### config.mk
export PLATFORM = sky130hd
export DESIGN_NAME = sequence_window_buffer_unit
export DESIGN_NICKNAME = d
export VERILOG_FILES = /design/src/swb_pkg.sv /design/src/swb_mem.sv /design/src/swb_ctrl.sv /design/src/sequence_window_buffer_unit.sv
export VERILOG_INCLUDE_DIRS = /design/src /design/src/src
export SDC_FILE = /design/constraint.sdc
export NUM_CORES = 1
export LEC_CHECK = 0
export BUFFER_PORTS_ARGS = -buffer_cell sky130_fd_sc_hd__buf_4
export CORE_ASPECT_RATIO = 0.8
export CORE_MARGIN = 2
export CORE_UTILIZATION = 65
export CTS_CLUSTER_DIAMETER = 200
export CTS_CLUSTER_SIZE = 40
export DETAILED_ROUTE_END_ITERATION = 16
export PLACE_DENSITY = 0.84
export SKIP_CTS_REPAIR_TIMING = 1
export SLEW_MARGIN = 25
export SYNTH_ARGS = -nofsm -noshare
export SYNTH_HDL_FRONTEND = slang
export SYNTH_SLANG_ARGS = --single-unit
### constraint.sdc
create_clock -name clk -period 6.82 [get_ports clk]
set_input_delay 0 -clock clk [delete_from_list [all_inputs] [get_ports clk]]
set_output_delay 0 -clock clk [all_outputs]
set_load 0.1 [all_outputs]
### src/sequence_window_buffer_unit_defines.svh
// assertion macros used by the window buffer rtl
// no dependencies; included by the files that carry assertions
`ifndef SEQUENCE_WINDOW_BUFFER_UNIT_DEFINES_SVH
`define SEQUENCE_WINDOW_BUFFER_UNIT_DEFINES_SVH

// same-cycle implication, checked outside reset
`define SWB_ASSERT_NOW(label, clk, rst_n, ante, cons) \
  label: assert property (@(posedge clk) disable iff (!rst_n) (ante) |-> (cons)) \
    else $error("window buffer check failed");

// next-cycle implication, checked outside reset
`define SWB_ASSERT_NEXT(label, clk, rst_n, ante, cons) \
  label: assert property (@(posedge clk) disable iff (!rst_n) (ante) |=> (cons)) \
    else $error("window buffer check failed");

`endif

### src/swb_pkg.sv
// types, codes and constants of the sequence window buffer
// no dependencies
package swb_pkg;

  localparam int SEQ_W     = 31;
  localparam int LEN_W     = 11;
  localparam int HANDLE_W  = 16;
  localparam int TIME_W    = 32;
  localparam int CNT_OUT_W = 5;

  // largest payload length that is stored or added to the next sequence
  localparam logic [LEN_W-1:0] LEN_MAX = 11'd1024;

  typedef enum logic [1:0] {
    CMD_INSERT = 2'd0,
    CMD_APPEND = 2'd1,
    CMD_ACK    = 2'd2,
    CMD_NOP    = 2'd3
  } cmd_e;

  typedef enum logic [1:0] {
    ST_DONE = 2'd0,
    ST_DUP  = 2'd1,
    ST_FULL = 2'd2
  } status_e;

  typedef struct packed {
    cmd_e                cmd;
    logic [SEQ_W-1:0]    seq_number;
    logic [LEN_W-1:0]    payload_length;
    logic [HANDLE_W-1:0] payload_handle;
    logic [TIME_W-1:0]   time_now;
  } in_item_t;

  typedef struct packed {
    status_e              status;
    logic [SEQ_W-1:0]     assigned_seq;
    logic [CNT_OUT_W-1:0] removed_count;
    logic [CNT_OUT_W-1:0] entry_count;
  } out_item_t;

  typedef struct packed {
    logic [SEQ_W-1:0]    seq;
    logic [LEN_W-1:0]    length;
    logic [HANDLE_W-1:0] handle;
    logic [TIME_W-1:0]   send_time;
  } entry_t;

  typedef struct packed {
    logic      valid;
    out_item_t item;
  } ctrl_res_t;

  function automatic logic [LEN_W-1:0] clamp_len(input logic [LEN_W-1:0] len);
    clamp_len = (len > LEN_MAX) ? LEN_MAX : len;
  endfunction

endpackage

### src/swb_mem.sv
// entry storage of the window buffer: one write port, one registered read port
// depends on swb_pkg
module swb_mem import swb_pkg::*; #(
  parameter int DEPTH = 16,
  localparam int IW = $clog2(DEPTH)
) (
  input  logic          clk,
  input  logic          wr_en,
  input  logic [IW-1:0] wr_addr,
  input  entry_t        wr_data,
  input  logic [IW-1:0] rd_addr,
  output entry_t        rd_data
);

  entry_t mem [DEPTH];
  entry_t rd_data_r;

  always_ff @(posedge clk) begin
    if (wr_en) begin
      mem[wr_addr] <= wr_data;
    end
    rd_data_r <= mem[rd_addr];
  end

  assign rd_data = rd_data_r;

endmodule

### src/swb_ctrl.sv
// sequencer of the window buffer: ring pointers, shared sequence compare, entry moves
// depends on swb_pkg, swb_mem port timing and the assertion macro header
`include "sequence_window_buffer_unit_defines.svh"

module swb_ctrl import swb_pkg::*; #(
  parameter int DEPTH = 16,
  localparam int IW = $clog2(DEPTH),
  localparam int CW = $clog2(DEPTH + 1)
) (
  input  logic          clk,
  input  logic          rst_n,
  input  logic          start,
  input  in_item_t      item,
  output logic          idle,
  input  logic          res_ready,
  output ctrl_res_t     res,
  output logic          mem_wr_en,
  output logic [IW-1:0] mem_wr_addr,
  output entry_t        mem_wr_data,
  output logic [IW-1:0] mem_rd_addr,
  input  entry_t        mem_rd_data
);

  typedef enum logic [2:0] {
    S_IDLE,
    S_SCAN,
    S_SHIFT,
    S_PUT,
    S_FINISH
  } state_t;

  state_t               state_r;
  in_item_t             item_r;
  logic [IW-1:0]        head_r;
  logic [IW-1:0]        tail_r;
  logic [IW-1:0]        ptr_r;
  logic [IW-1:0]        sp_r;
  logic [IW-1:0]        wr_addr_r;
  logic                 wr_pend_r;
  logic [CW-1:0]        cnt_r;
  logic [CW-1:0]        pos_r;
  logic [SEQ_W-1:0]     next_seq_r;
  status_e              status_r;
  logic [SEQ_W-1:0]     assigned_r;
  logic [CNT_OUT_W-1:0] removed_r;

  logic     seq_lt;
  logic     seq_eq;
  logic     full;
  logic     at_end;
  entry_t   new_entry;
  in_item_t item_in;

  function automatic logic [IW-1:0] ptr_inc(input logic [IW-1:0] p);
    ptr_inc = (p == IW'(DEPTH - 1)) ? '0 : p + 1'b1;
  endfunction

  function automatic logic [IW-1:0] ptr_dec(input logic [IW-1:0] p);
    ptr_dec = (p == '0) ? IW'(DEPTH - 1) : p - 1'b1;
  endfunction

  // shared compare against the entry read in the previous cycle
  assign seq_lt = mem_rd_data.seq < item_r.seq_number;
  assign seq_eq = mem_rd_data.seq == item_r.seq_number;
  assign full   = cnt_r == CW'(DEPTH);
  assign at_end = pos_r == cnt_r;

  // incoming request with its length saturated
  always_comb begin
    item_in                = item;
    item_in.payload_length = clamp_len(item.payload_length);
  end

  always_comb begin
    new_entry.seq       = (item_r.cmd == CMD_APPEND) ? next_seq_r : item_r.seq_number;
    new_entry.length    = item_r.payload_length;
    new_entry.handle    = item_r.payload_handle;
    new_entry.send_time = item_r.time_now;
  end

  always_comb begin
    unique case (state_r)
      S_SCAN:  mem_rd_addr = ptr_inc(ptr_r);
      S_SHIFT: mem_rd_addr = ptr_dec(sp_r);
      default: mem_rd_addr = head_r;
    endcase
  end

  always_comb begin
    unique case (state_r)
      S_SHIFT: begin
        mem_wr_en   = wr_pend_r;
        mem_wr_addr = wr_addr_r;
        mem_wr_data = mem_rd_data;
      end
      S_PUT: begin
        mem_wr_en   = 1'b1;
        mem_wr_addr = ptr_r;
        mem_wr_data = new_entry;
      end
      default: begin
        mem_wr_en   = 1'b0;
        mem_wr_addr = ptr_r;
        mem_wr_data = new_entry;
      end
    endcase
  end

  always_ff @(posedge clk) begin
    if (!rst_n) begin
      state_r    <= S_IDLE;
      head_r     <= '0;
      tail_r     <= '0;
      cnt_r      <= '0;
      pos_r      <= '0;
      wr_pend_r  <= 1'b0;
      next_seq_r <= '0;
    end else begin
      unique case (state_r)
        S_IDLE: begin
          if (start) begin
            item_r     <= item_in;
            status_r   <= ST_DONE;
            assigned_r <= '0;
            removed_r  <= '0;
            pos_r      <= '0;
            unique case (item.cmd)
              CMD_INSERT, CMD_ACK: begin
                ptr_r   <= head_r;
                state_r <= S_SCAN;
              end
              CMD_APPEND: begin
                ptr_r <= tail_r;
                if (full) begin
                  status_r <= ST_FULL;
                  state_r  <= S_FINISH;
                end else begin
                  state_r <= S_PUT;
                end
              end
              CMD_NOP: state_r <= S_FINISH;
            endcase
          end
        end
        S_SCAN: begin
          priority if (!at_end && seq_lt) begin
            pos_r <= pos_r + 1'b1;
            ptr_r <= ptr_inc(ptr_r);
          end else if (item_r.cmd == CMD_ACK) begin
            // drop everything ahead of the stop point by moving the head
            removed_r <= CNT_OUT_W'(pos_r);
            head_r    <= ptr_r;
            cnt_r     <= cnt_r - pos_r;
            state_r   <= S_FINISH;
          end else if (!at_end && seq_eq) begin
            status_r <= ST_DUP;
            state_r  <= S_FINISH;
          end else if (full) begin
            status_r <= ST_FULL;
            state_r  <= S_FINISH;
          end else begin
            sp_r      <= tail_r;
            wr_pend_r <= 1'b0;
            state_r   <= S_SHIFT;
          end
        end
        S_SHIFT: begin
          // read one slot below the destination, write it in the next cycle
          if (sp_r != ptr_r) begin
            wr_addr_r <= sp_r;
            wr_pend_r <= 1'b1;
            sp_r      <= ptr_dec(sp_r);
          end else begin
            wr_pend_r <= 1'b0;
            if (!wr_pend_r) begin
              state_r <= S_PUT;
            end
          end
        end
        S_PUT: begin
          cnt_r  <= cnt_r + 1'b1;
          tail_r <= ptr_inc(tail_r);
          if (item_r.cmd == CMD_APPEND) begin
            assigned_r <= next_seq_r;
            next_seq_r <= next_seq_r + SEQ_W'(item_r.payload_length);
          end
          state_r <= S_FINISH;
        end
        S_FINISH: begin
          if (res_ready) begin
            state_r <= S_IDLE;
          end
        end
        default: state_r <= S_IDLE;
      endcase
    end
  end

  assign idle                   = state_r == S_IDLE;
  assign res.valid              = state_r == S_FINISH;
  assign res.item.status        = status_r;
  assign res.item.assigned_seq  = assigned_r;
  assign res.item.removed_count = removed_r;
  assign res.item.entry_count   = CNT_OUT_W'(cnt_r);

  `SWB_ASSERT_NOW(a_cnt_bound, clk, rst_n, 1'b1, cnt_r <= CW'(DEPTH))
  `SWB_ASSERT_NOW(a_empty_ring, clk, rst_n, cnt_r == '0, head_r == tail_r)
  `SWB_ASSERT_NOW(a_put_not_full, clk, rst_n, state_r == S_PUT, !full)
  `SWB_ASSERT_NOW(a_scan_in_range, clk, rst_n, state_r == S_SCAN, pos_r <= cnt_r)
  `SWB_ASSERT_NEXT(a_shift_to_put, clk, rst_n,
                   state_r == S_SHIFT && sp_r == ptr_r && !wr_pend_r, state_r == S_PUT)

endmodule

### src/sequence_window_buffer_unit.sv
// Sequence window buffer top level.
// Channels: in_valid/in_stall/in_data carries one request (cmd, seq_number,
// payload_length, payload_handle, time_now); out_valid/out_stall/out_data
// carries one result per request (status, assigned_seq, removed_count,
// entry_count). A transfer happens on a clock edge with valid high and stall low.
// Requests are handled one at a time; in_stall stays high from acceptance until
// the result has moved into the output register.
// Insert scans the entries in order up to the sorted position, then moves the
// entries from that position on up by one slot and writes the new entry; a
// duplicate or a full window ends the request at the stop point of the scan.
// Acknowledge scans the entries it removes; append writes at the tail directly;
// a full append and an unused command go straight to the result.
// The ring memory gives one entry per cycle to the
// shared sequence compare during the scan and to the entry move loop.
// Acknowledge only moves the ring head, so it costs no entry moves.
// The output register lets a new request be taken while the last result waits.
// A stalled result holds; a request finishing meanwhile waits in its last state.
// Reset (rst_n low, synchronous) empties the window and zeroes the next sequence.
// depends on swb_pkg, swb_ctrl and swb_mem
module sequence_window_buffer_unit import swb_pkg::*; #(
  parameter int DEPTH = 16
) (
  input  logic      clk,
  input  logic      rst_n,
  input  logic      in_valid,
  output logic      in_stall,
  input  in_item_t  in_data,
  output logic      out_valid,
  input  logic      out_stall,
  output out_item_t out_data
);

  localparam int IW = $clog2(DEPTH);

  logic          ctrl_idle;
  logic          res_ready;
  ctrl_res_t     res;
  logic          mem_wr_en;
  logic [IW-1:0] mem_wr_addr;
  entry_t        mem_wr_data;
  logic [IW-1:0] mem_rd_addr;
  entry_t        mem_rd_data;

  logic      out_valid_r;
  out_item_t out_data_r;

  assign in_stall  = !ctrl_idle;
  // result can move in when the output register is empty or being drained
  assign res_ready = !out_valid_r || !out_stall;

  swb_ctrl #(.DEPTH(DEPTH)) u_ctrl (
    .clk         (clk),
    .rst_n       (rst_n),
    .start       (in_valid && ctrl_idle),
    .item        (in_data),
    .idle        (ctrl_idle),
    .res_ready   (res_ready),
    .res         (res),
    .mem_wr_en   (mem_wr_en),
    .mem_wr_addr (mem_wr_addr),
    .mem_wr_data (mem_wr_data),
    .mem_rd_addr (mem_rd_addr),
    .mem_rd_data (mem_rd_data)
  );

  swb_mem #(.DEPTH(DEPTH)) u_mem (
    .clk     (clk),
    .wr_en   (mem_wr_en),
    .wr_addr (mem_wr_addr),
    .wr_data (mem_wr_data),
    .rd_addr (mem_rd_addr),
    .rd_data (mem_rd_data)
  );

  always_ff @(posedge clk) begin
    if (!rst_n) begin
      out_valid_r <= 1'b0;
    end else if (res.valid && res_ready) begin
      out_valid_r <= 1'b1;
      out_data_r  <= res.item;
    end else if (!out_stall) begin
      out_valid_r <= 1'b0;
    end
  end

  assign out_valid = out_valid_r;
  assign out_data  = out_data_r;

endmodule
# Word-level counts from Yosys, hierarchy flattened
# Memories as Yosys holds them, arrays and structs flattened. A register that Yosys moved wholly into a read port is not among the register bits.
# Index checks and enable logic that the tools add are counted.
classes:
  addsub: 7
  order_cmp: 2
  n_eq_ne: 30
  mux: 59
  n_bitwise: 1
  n_reduce_logical: 31
op_table:
  columns: ["operator", "n"]
  rows:
  - ["31-bit two-way mux", 3]
  - ["90-bit two-way mux", 1]
  - ["31-bit one-hot mux with 2 select lines", 1]
  - ["4-bit two-way mux", 11]
  - ["4-bit one-hot mux with 2 select lines", 4]
  - ["31-bit by 11-bit adder with 31-bit output", 1]
  - ["31-bit equality test", 1]
  - ["31-bit < comparator", 1]
  - ["5-bit two-way mux", 6]
  - ["5-bit one-hot mux with 2 select lines", 3]
  - ["3-bit two-way mux", 9]
  - ["5-bit AND reduction", 4]
  - ["3-bit one-hot mux with 5 select lines", 1]
  - ["3-bit AND reduction", 5]
  - ["2-bit two-way mux", 7]
  - ["2-bit != test, second input constant", 7]
  - ["2-bit by 1-bit != test with 1-bit output, second input constant", 6]
  - ["11-bit > comparator, second input constant", 1]
  - ["5-bit by 1-bit adder with 5-bit output, second input constant", 2]
  - ["1-bit two-way mux", 9]
  - ["3-bit one-hot mux with 3 select lines", 1]
  - ["4-bit by 1-bit adder with 4-bit output, second input constant", 2]
  - ["4-bit equality test, second input constant", 2]
  - ["2-bit nonzero test", 4]
  - ["25 further kinds", 38]
word_totals:
  regBits: 239
  ram_bits: 1440
  input_bits: 96
  output_inout_bits: 45
  mem_count: 1
mem_list:
  columns: ["name", "words", "word_bits", "rd", "rd_ports_with_merged_regs", "write_ports", "line_no", "text"]
  rows:
  - ["u_mem.mem", 16, 90, 1, 1, 1, "swb_mem.sv:15", "entry_t mem [DEPTH];"]

# Longest topological paths before layout
# Gate-level depths: netlist (run 1).
depth:
  ltp_word: 7
  ltp_mapped: 11

# Cells and area by module
# From an unflattened synthesis (run 1), not the netlist that was laid out.
unflattened:
  cells_unflattened: 3501
  hier_area_um2: 67413.4
by_module_without_submodules:
  columns: ["mod", "instances", "cells_each", "area_each_um2"]
  rows:
  - ["swb_mem", 1, 2306, 55583.3]
  - ["swb_ctrl", 1, 1145, 10487.6]
  - ["sequence_window_buffer_unit", 1, 50, 1342.5]

# Worst setup path after synthesis (run 1)
# No wires, ideal clock.
synth_timing:
  path_type: "reg2reg"
  from: "register u_ctrl.state_r[0]"
  to: "memory u_mem.mem[0][59] (netlist bit) (enable)"
  setup_time_ps: 419
  arrival_time_ps: 2905
  required_ps: 6401
  slack_ps: 3496
  stages_incl_launch_ff: 8
  period_less_slack_ps: 3324
  path_cell_list: "dfxtp_1 -> clkbuf_1 -> inv_1 -> or3_1 -> clkbuf_1 -> o22ai_1 -> nand2_1 -> nor2_1"
synth_via:
  elab_chain_len: 4
synth_rtl:
  columns: ["item", "line_no", "text"]
  rows:
  - ["from (decl)", "swb_ctrl.sv:32", "state_t state_r;"]
  - ["from (signal assigned)", "swb_ctrl.sv:111", "state_r <= S_IDLE;"]
  - ["from (signal assigned)", "swb_ctrl.sv:130", "state_r <= S_SCAN;"]
  - ["from (signal assigned)", "swb_ctrl.sv:136", "state_r <= S_FINISH;"]
  - ["3-bit by 2-bit equality test with 1-bit output", "swb_ctrl.sv:90", "unique case (state_r)"]
  - ["1-bit one-hot mux with 2 select lines", "swb_ctrl.sv:90", null]
  - ["1-bit two-way mux", "swb_mem.sv:19", "if (wr_en) begin"]
  - ["1-bit two-way mux (implied by the code)", "swb_mem.sv:20", "mem[wr_addr] <= wr_data;"]
  - ["to (decl)", "swb_mem.sv:15", null]
# Several ways; a longest one is shown, not always the timed one.

# Worst setup path after layout (run 1)
layout_timing:
  from: "register u_ctrl.state_r[1]"
  to: "register, netlist name u_mem.rd_data[65]"
layout_via:
  elab_chain_len: 2
layout_rtl:
  columns: ["item", "line_no", "text"]
  rows:
  - ["3-bit by 2-bit equality test with 1-bit output or 3-bit by 1-bit equality test with 1-bit output (tied branches)", "swb_ctrl.sv:82", "unique case (state_r)"]
  - ["4-bit one-hot mux with 2 select lines (*)", "swb_ctrl.sv:82", null]
# Mark *: on every way between the ends. The rest lies on a longest branch, timed or not.
# A chain may end at the register's enable or synchronous reset.

==> results.md, run 1 <==
* GRT Total Usage at 27.8%
* Total number of vias at 18800
* EDFF count, synth at 633
* Max Fclk at 0.225 GHz
* Leakage at 11.9 nW
* Root Buffer: clkbuf_16
* Net Switching at 3.70 mW
* PD cells at 334 nW/um^2
* Distinct cells, synth at 68
* Nets@finish at 2412
* DIE AREA at 48100 sq um
* Status: finished with violations
* Clk pwr share at 16.5%
* Tmin final at 4.45 ns
* Clock Pin Slew Worst Setup and Hold Paths at 0.15 ns
* Hold crit path type: in2reg
* Leading area contributor after synthesis: edfxtp_1
* Worst-Skew Late Latency at 0.61 ns
* Dpl cell area at 31700 sq um
* Die W at 245 um
* Comb pwr share at 32.3%
* Boundary Pins at 141
* # fillers at 2889
* Wire per inst at 24.3 um
* Crit path launch type: flop
* CTS Buffer Depth at 3
* Port bufs at 92
* Core area at 45700 sq um
* Vias/cell at 6.51
* WP data arrival at 4.91 ns
* Largest net degree at the start of global routing at 180
* Avg Synthesized Cell Area at 13.9 sq um
* Global route overflow at 0
* DRC at 0
* RSZ-0062 raised after global routing: no
* Synth Flop Type: edfxtp_1
* Non-filler cells, final at 2889
* CP Class: reg2reg
* Setup tns final at 0 ns
* Setup crit end kind: flop
* Starting Density at 65.9%
* Warnings, synthesis at 0
* Initial antenna violation count at 0
* Slew @ Worst Pin at 1.24 ns
* Syn Inst Count at 2159
* Clock skew at 0.0227 ns
* Flop pwr share at 51.2%
* Site Rows at 70
* RD Place Congestion at 0.892
* Switching Fraction at 33.7%
* Final setup viols at 0
* Final HPWL DP at 40.6 mm
* Max-Cap Viols at 0
* CTS tree: built
* Final Hold Viols at 2
* Slew Limit Fails at 0
* Post-Syn Nets at 2309
* CP Data Required Time at 7.28 ns
* Initial DRC count at 2598
* Htree depth at 1
* Hold slack at -0.00429 ns
* Worst-path maximum fanout at 141
* Synth Cell Area at 30100 sq um
* Die Ht at 197 um
* Pre-CTS setup slack at 2.57 ns
* Layout area overhead at 8.88%
* Total routed wirelength at 70.1 mm
* Antenna-violating nets left at 0
* Register area share after synthesis at 68.8%
* Pint at 7.27 mW
* Ys async rst share at 0%
* Failing checks: negative hold slack
* Diodes inserted at 0
* Rel. slew slack at 16.2%
* Yosys reg bits at 718
* Router iterations before antenna repair at 6
* CTS sink cnt at 718
* Setup WS post-layout at 2.37 ns
* Cts bufs inserted at 21
* Final Cell Area at 32800 sq um
* Final worst path period share at 65.3%
* Post-Place Cells at 2805
* Synth top area share at 63.1%
* Worst vdd ir at 0.000377 V
* Most area-consuming cells after synthesis: edfxtp_1 (63%), mux2i_1 (6.7%), dfxtp_1 (5.7%), nand2_1 (2.8%), ha_1 (2.2%)
* Vias in the first global route at 17300
* First-pass GRT wire length at 101 mm
* Layout cell share with drive strength beyond 1 at 9.49%
-- worst max-delay path, stage by stage (launching register included) --
cell      delay, ns
dfxtp_1        0.79
nor3b_2        0.27
buf_4          0.60
nor2_1         0.30
a221oi_4       0.89
buf_12         0.60
mux2i_1        0.17
a22oi_1        0.30
o221ai_1       0.19
-- per-layer routing --
metal	wire (um)	vias to the layer above	global-route usage, %
met3	6640	141	3.38
li1	-	8366	-
met1	28300	9255	41.4
met4	1770	0	7.27
met5	0	-	0
met2	33400	1038	44.1
-- cells in the final DEF (no fill, tap or decap), types with 27 or more instances in the layout --
cell and n:
a211oi_1 76, a21oi_1 81, a22oi_1 32, a31o_1 62, and2_1 78, buf_4 151, dfxtp_1 85, dlygate4sd3_1 46
edfxtp_1 633, ha_1 52, inv_1 61, mux2i_1 203, nand2_1 221, nand3_1 27, nor2_1 80, o21ai_0 57
o221ai_1 32
-- stage by stage --
stage	util (%)	power, mW
2_1_floorplan	-	8.15
3_3_place_gp	69.3	8.95
3_5_place_dp	69.3	9.13
4_1_cts	70.7	10.9
5_1_grt	71.7	11.4
6_report	71.7	11.0
-- flip-flops by register name, indices dropped and copies added, names as in the netlist --
signal	cells
u_ctrl.tail_r	4
out_data	43
u_ctrl.sp_r	4
u_ctrl.pos_r	5
u_ctrl.next_seq_r	31
u_ctrl.assigned_r	31
u_ctrl.item_r	44
u_mem.rd_data	31
u_ctrl.wr_pend_r	1
u_ctrl.cnt_r	5
u_ctrl.status_r	2
u_ctrl.removed_r	5
u_mem.mem	496
out_valid	1
u_ctrl.head_r	4
u_ctrl.state_r	3
u_ctrl.wr_addr_r	4
u_ctrl.ptr_r	4
-- final timing paths --
check | depth (start not counted) | start | slack, ns | end
setup / recovery | 8 | u_ctrl.state_r[1] | 2.37 | u_mem.rd_data[65]
hold / removal | 3 | in_valid | -0.004 | u_ctrl.status_r[1]
setup reg to reg | 8 | u_ctrl.state_r[1] | 2.37 | u_mem.rd_data[65]
hold reg to reg | 0 | u_ctrl.assigned_r[22] | 0.44 | out_data[32]
-- power by group through the flow --
stage,Clock [mW],Combinational [mW],Sequential (mW)
after global routing,1.94,3.80,5.63
final,1.81,3.54,5.61
after floorplan,0,2.42,5.72
after CTS,1.81,3.44,5.61
after detailed placement,0,3.42,5.71
after global placement,0,3.25,5.70
-- cell families (layout without fill, tap and decap cells) --
family	count (synthesis)	in the layout	synth area share (%)
xor gates and xnor gates	17	17	0.494
muxes	203	203	6.75
DFF	718	718	68.8
AOI/OAI and AO/OA	437	437	10.2
adders and majority gates	54	54	2.29
buffers and inverters	182	300	2.71
and+or+nand+nor	548	548	8.77
-- Yosys cell counts (17+ instances only) --
| cell type | instances |
|---|---|
| nor2_1 | 98 |
| inv_1 | 61 |
| edfxtp_1 | 633 |
| dfxtp_1 | 85 |
| clkbuf_1 | 81 |
| a22oi_1 | 32 |
| o221ai_1 | 32 |
| nand2_1 | 221 |
| o21ai_0 | 60 |
| ha_1 | 52 |
| a211oi_1 | 76 |
| nand3_1 | 27 |
| a21oi_1 | 84 |
| and2_1 | 78 |
| mux2i_1 | 203 |
| nor2b_1 | 17 |
| a31o_1 | 62 |
-- final cells by class --
type / instances / area, sq um / share of cell area (%)
clock inverter: 1 / 8.76 / 0.0267
sequential: 718 / 20700 / 63.2
multi-input combinational: 1259 / 8820 / 26.9
timing repair buffer: 201 / 1670 / 5.08
clock buffer: 37 / 596 / 1.82
inverter: 61 / 229 / 0.698
tap: 612 / 766 / 2.34
No activity file was read; power rests on OpenSTA's default activity.
==> run 2: changes to the inputs <==
CORE_UTILIZATION = 55   (was 65)
PLACE_DENSITY = 0.75   (was 0.84)
clock period = 3.7 ns   (was 6.82 ns; I/O delays follow)
==> results.md, run 2 (synthesis results as in run 1) <==
* Layout area overhead at 11.0%
* Vias in the first global route at 17100
* Hold slack at -0.00371 ns
* Die W at 266 um
* Tmin final at 3.23 ns
* CTS Buffer Depth at 3
* Final Hold Viols at 1
* Rel. slew slack at 29.0%
* WP data arrival at 3.72 ns
* Largest stage delay on the critical path at 0.68 ns
* Setup tns final at 0 ns
* CP Data Required Time at 4.19 ns
* CP top delay family: compound AO/OA/AOI/OAI gates
* Max Fclk at 0.309 GHz
* Clock skew at 0.0229 ns
* R2r startpoint: u_ctrl.state_r[0]
* Final worst path period share at 87.4%
* DIE AREA at 56700 sq um
* Vias/cell at 6.12
* Htree depth at 1
* Slew @ Worst Pin at 1.05 ns
* Max-Cap Viols at 0
* Critical Path Start: u_ctrl.state_r[0]
* Root Buffer: clkbuf_16
* Starting Density at 55.8%
* Commonest cells after routing, fill and taps aside: edfxtp_1 (633), nand2_1 (221), mux2i_1 (203)
* CTS tree: built
* PD cells at 607 nW/um^2
* Clock Pin Slew Worst Setup and Hold Paths at 0.15 ns
* Wire per inst at 23.0 um
* Worst-Skew Late Latency at 0.61 ns
* Total number of vias at 18400
* Total routed wirelength at 69.3 mm
* Number of flip-flops in the largest register at 496
* Final HPWL DP at 42.6 mm
* CP Buf/Inv Count at 2
* Status: finished with violations
* Layout cell share with drive strength beyond 1 at 10.7%
* Worst-path maximum fanout at 65
* Largest net degree at the start of global routing at 159
* Leakage at 12.1 nW
* Nets@finish at 2445
* Site Rows at 76
* Global route overflow at 0
* Slew Limit Fails at 0
* Port bufs at 92
* Initial DRC count at 2051
* CTS sink cnt at 718
* Final setup viols at 0
* Largest Register: u_mem.mem
* Core area at 54000 sq um
* Hold crit path type: in2reg
* RD Place Congestion at 0.933
* First-pass GRT wire length at 102 mm
* RSZ-0062 raised after global routing: no
* GRT Total Usage at 23.9%
* Cts bufs inserted at 21
* Router iterations before antenna repair at 6
* Antenna-violating nets left at 0
* DRC at 0
* Die Ht at 213 um
* Diodes inserted at 0
* Worst vdd ir at 0.000461 V
* CP Class: reg2reg
* Boundary Pins at 141
* Crit path launch type: flop
* Initial antenna violation count at 0
* Worst Min Path Start: in_valid
* Failing checks: negative hold slack
* Commonest non-fill, non-tap cell in the layout: edfxtp_1
* Setup crit end kind: flop
* Crit-path slowest cell: dfxtp_1
* Worst path cell trace: or3b_1, a311oi_4, buf_12, buf_12, mux2i_1, mux2i_1, a22oi_1, o221ai_1
run 2: changes by cell type in the layout (fill, tap and decap cells not counted):
cell and change:
o21ai_1 -1, buf_6 -1, a31oi_1 -1, buf_12 +23, o21ai_0 +1, buf_4 +10
dlygate4sd3_1 +1, nor4bb_1 +1, nor4bb_2 -1, a31oi_2 +1, o41ai_1 +1, o41ai_2 -1
run 2: metal layers:
| metal | part of all wire (%) | GRT usage (%) | up-vias |
|---|---|---|---|
| met5 | 0 | 0 | - |
| met1 | 44 | 36.1 | 9214 |
| met2 | 46 | 37.5 | 699 |
| li1 | - | - | 8428 |
| met3 | 7.9 | 2.96 | 90 |
| met4 | 2.0 | 5.44 | 0 |
run 2: power breakdown:
part,internal (mW),total (mW),switching (mW),leakage [nW]
clock network,1.13,3.32,2.19,0.288
logic,2.47,6.67,4.20,5.39
registers,9.95,10.3,0.371,6.47
total,13.5,20.3,6.77,12.1
run 2: worst min-delay path, stage by stage:
cell and delay, ns:
buf_4 0.11, nand2_1 0.21, o211ai_1 0.17, a21oi_1 0.06
run 2: cell type report:
type	count	area, sq um
Fill cell	3995	20600
Sequential cell	718	20700
Clock buffer	37	596
Tap cell	702	878
Multi-Input combinational cell	1259	8810
Clock inverter	1	8.76
Timing Repair Buffer	234	2200
Inverter	61	229
run 2: through the flow:
| stage | utilization [%] | total power, mW | cell area [sq um] | cells | setup WS (ns) |
|---|---|---|---|---|---|
| 2_1_floorplan | - | 15.0 | 30100 | 2159 | 0.376 |
| 3_3_place_gp | 59.9 | 16.8 | 32300 | 2926 | 0.648 |
| 3_5_place_dp | 59.9 | 17.1 | 32400 | 2927 | 0.537 |
| 4_1_cts | 61.0 | 20.3 | 33000 | 2965 | 0.495 |
| 5_1_grt | 61.9 | 21.2 | 33400 | 3012 | 0.295 |
| 6_report | 61.9 | 20.3 | 33400 | 3012 | 0.467 |
run 2: worst paths after layout:
kind         slack, ns  cells after the start                 to
max               0.47                      8  u_mem.rd_data[66]
min             -0.004                      4    u_ctrl.pos_r[1]
max reg2reg       0.47                      8  u_mem.rd_data[66]
min reg2reg       0.44                      0       out_data[16]
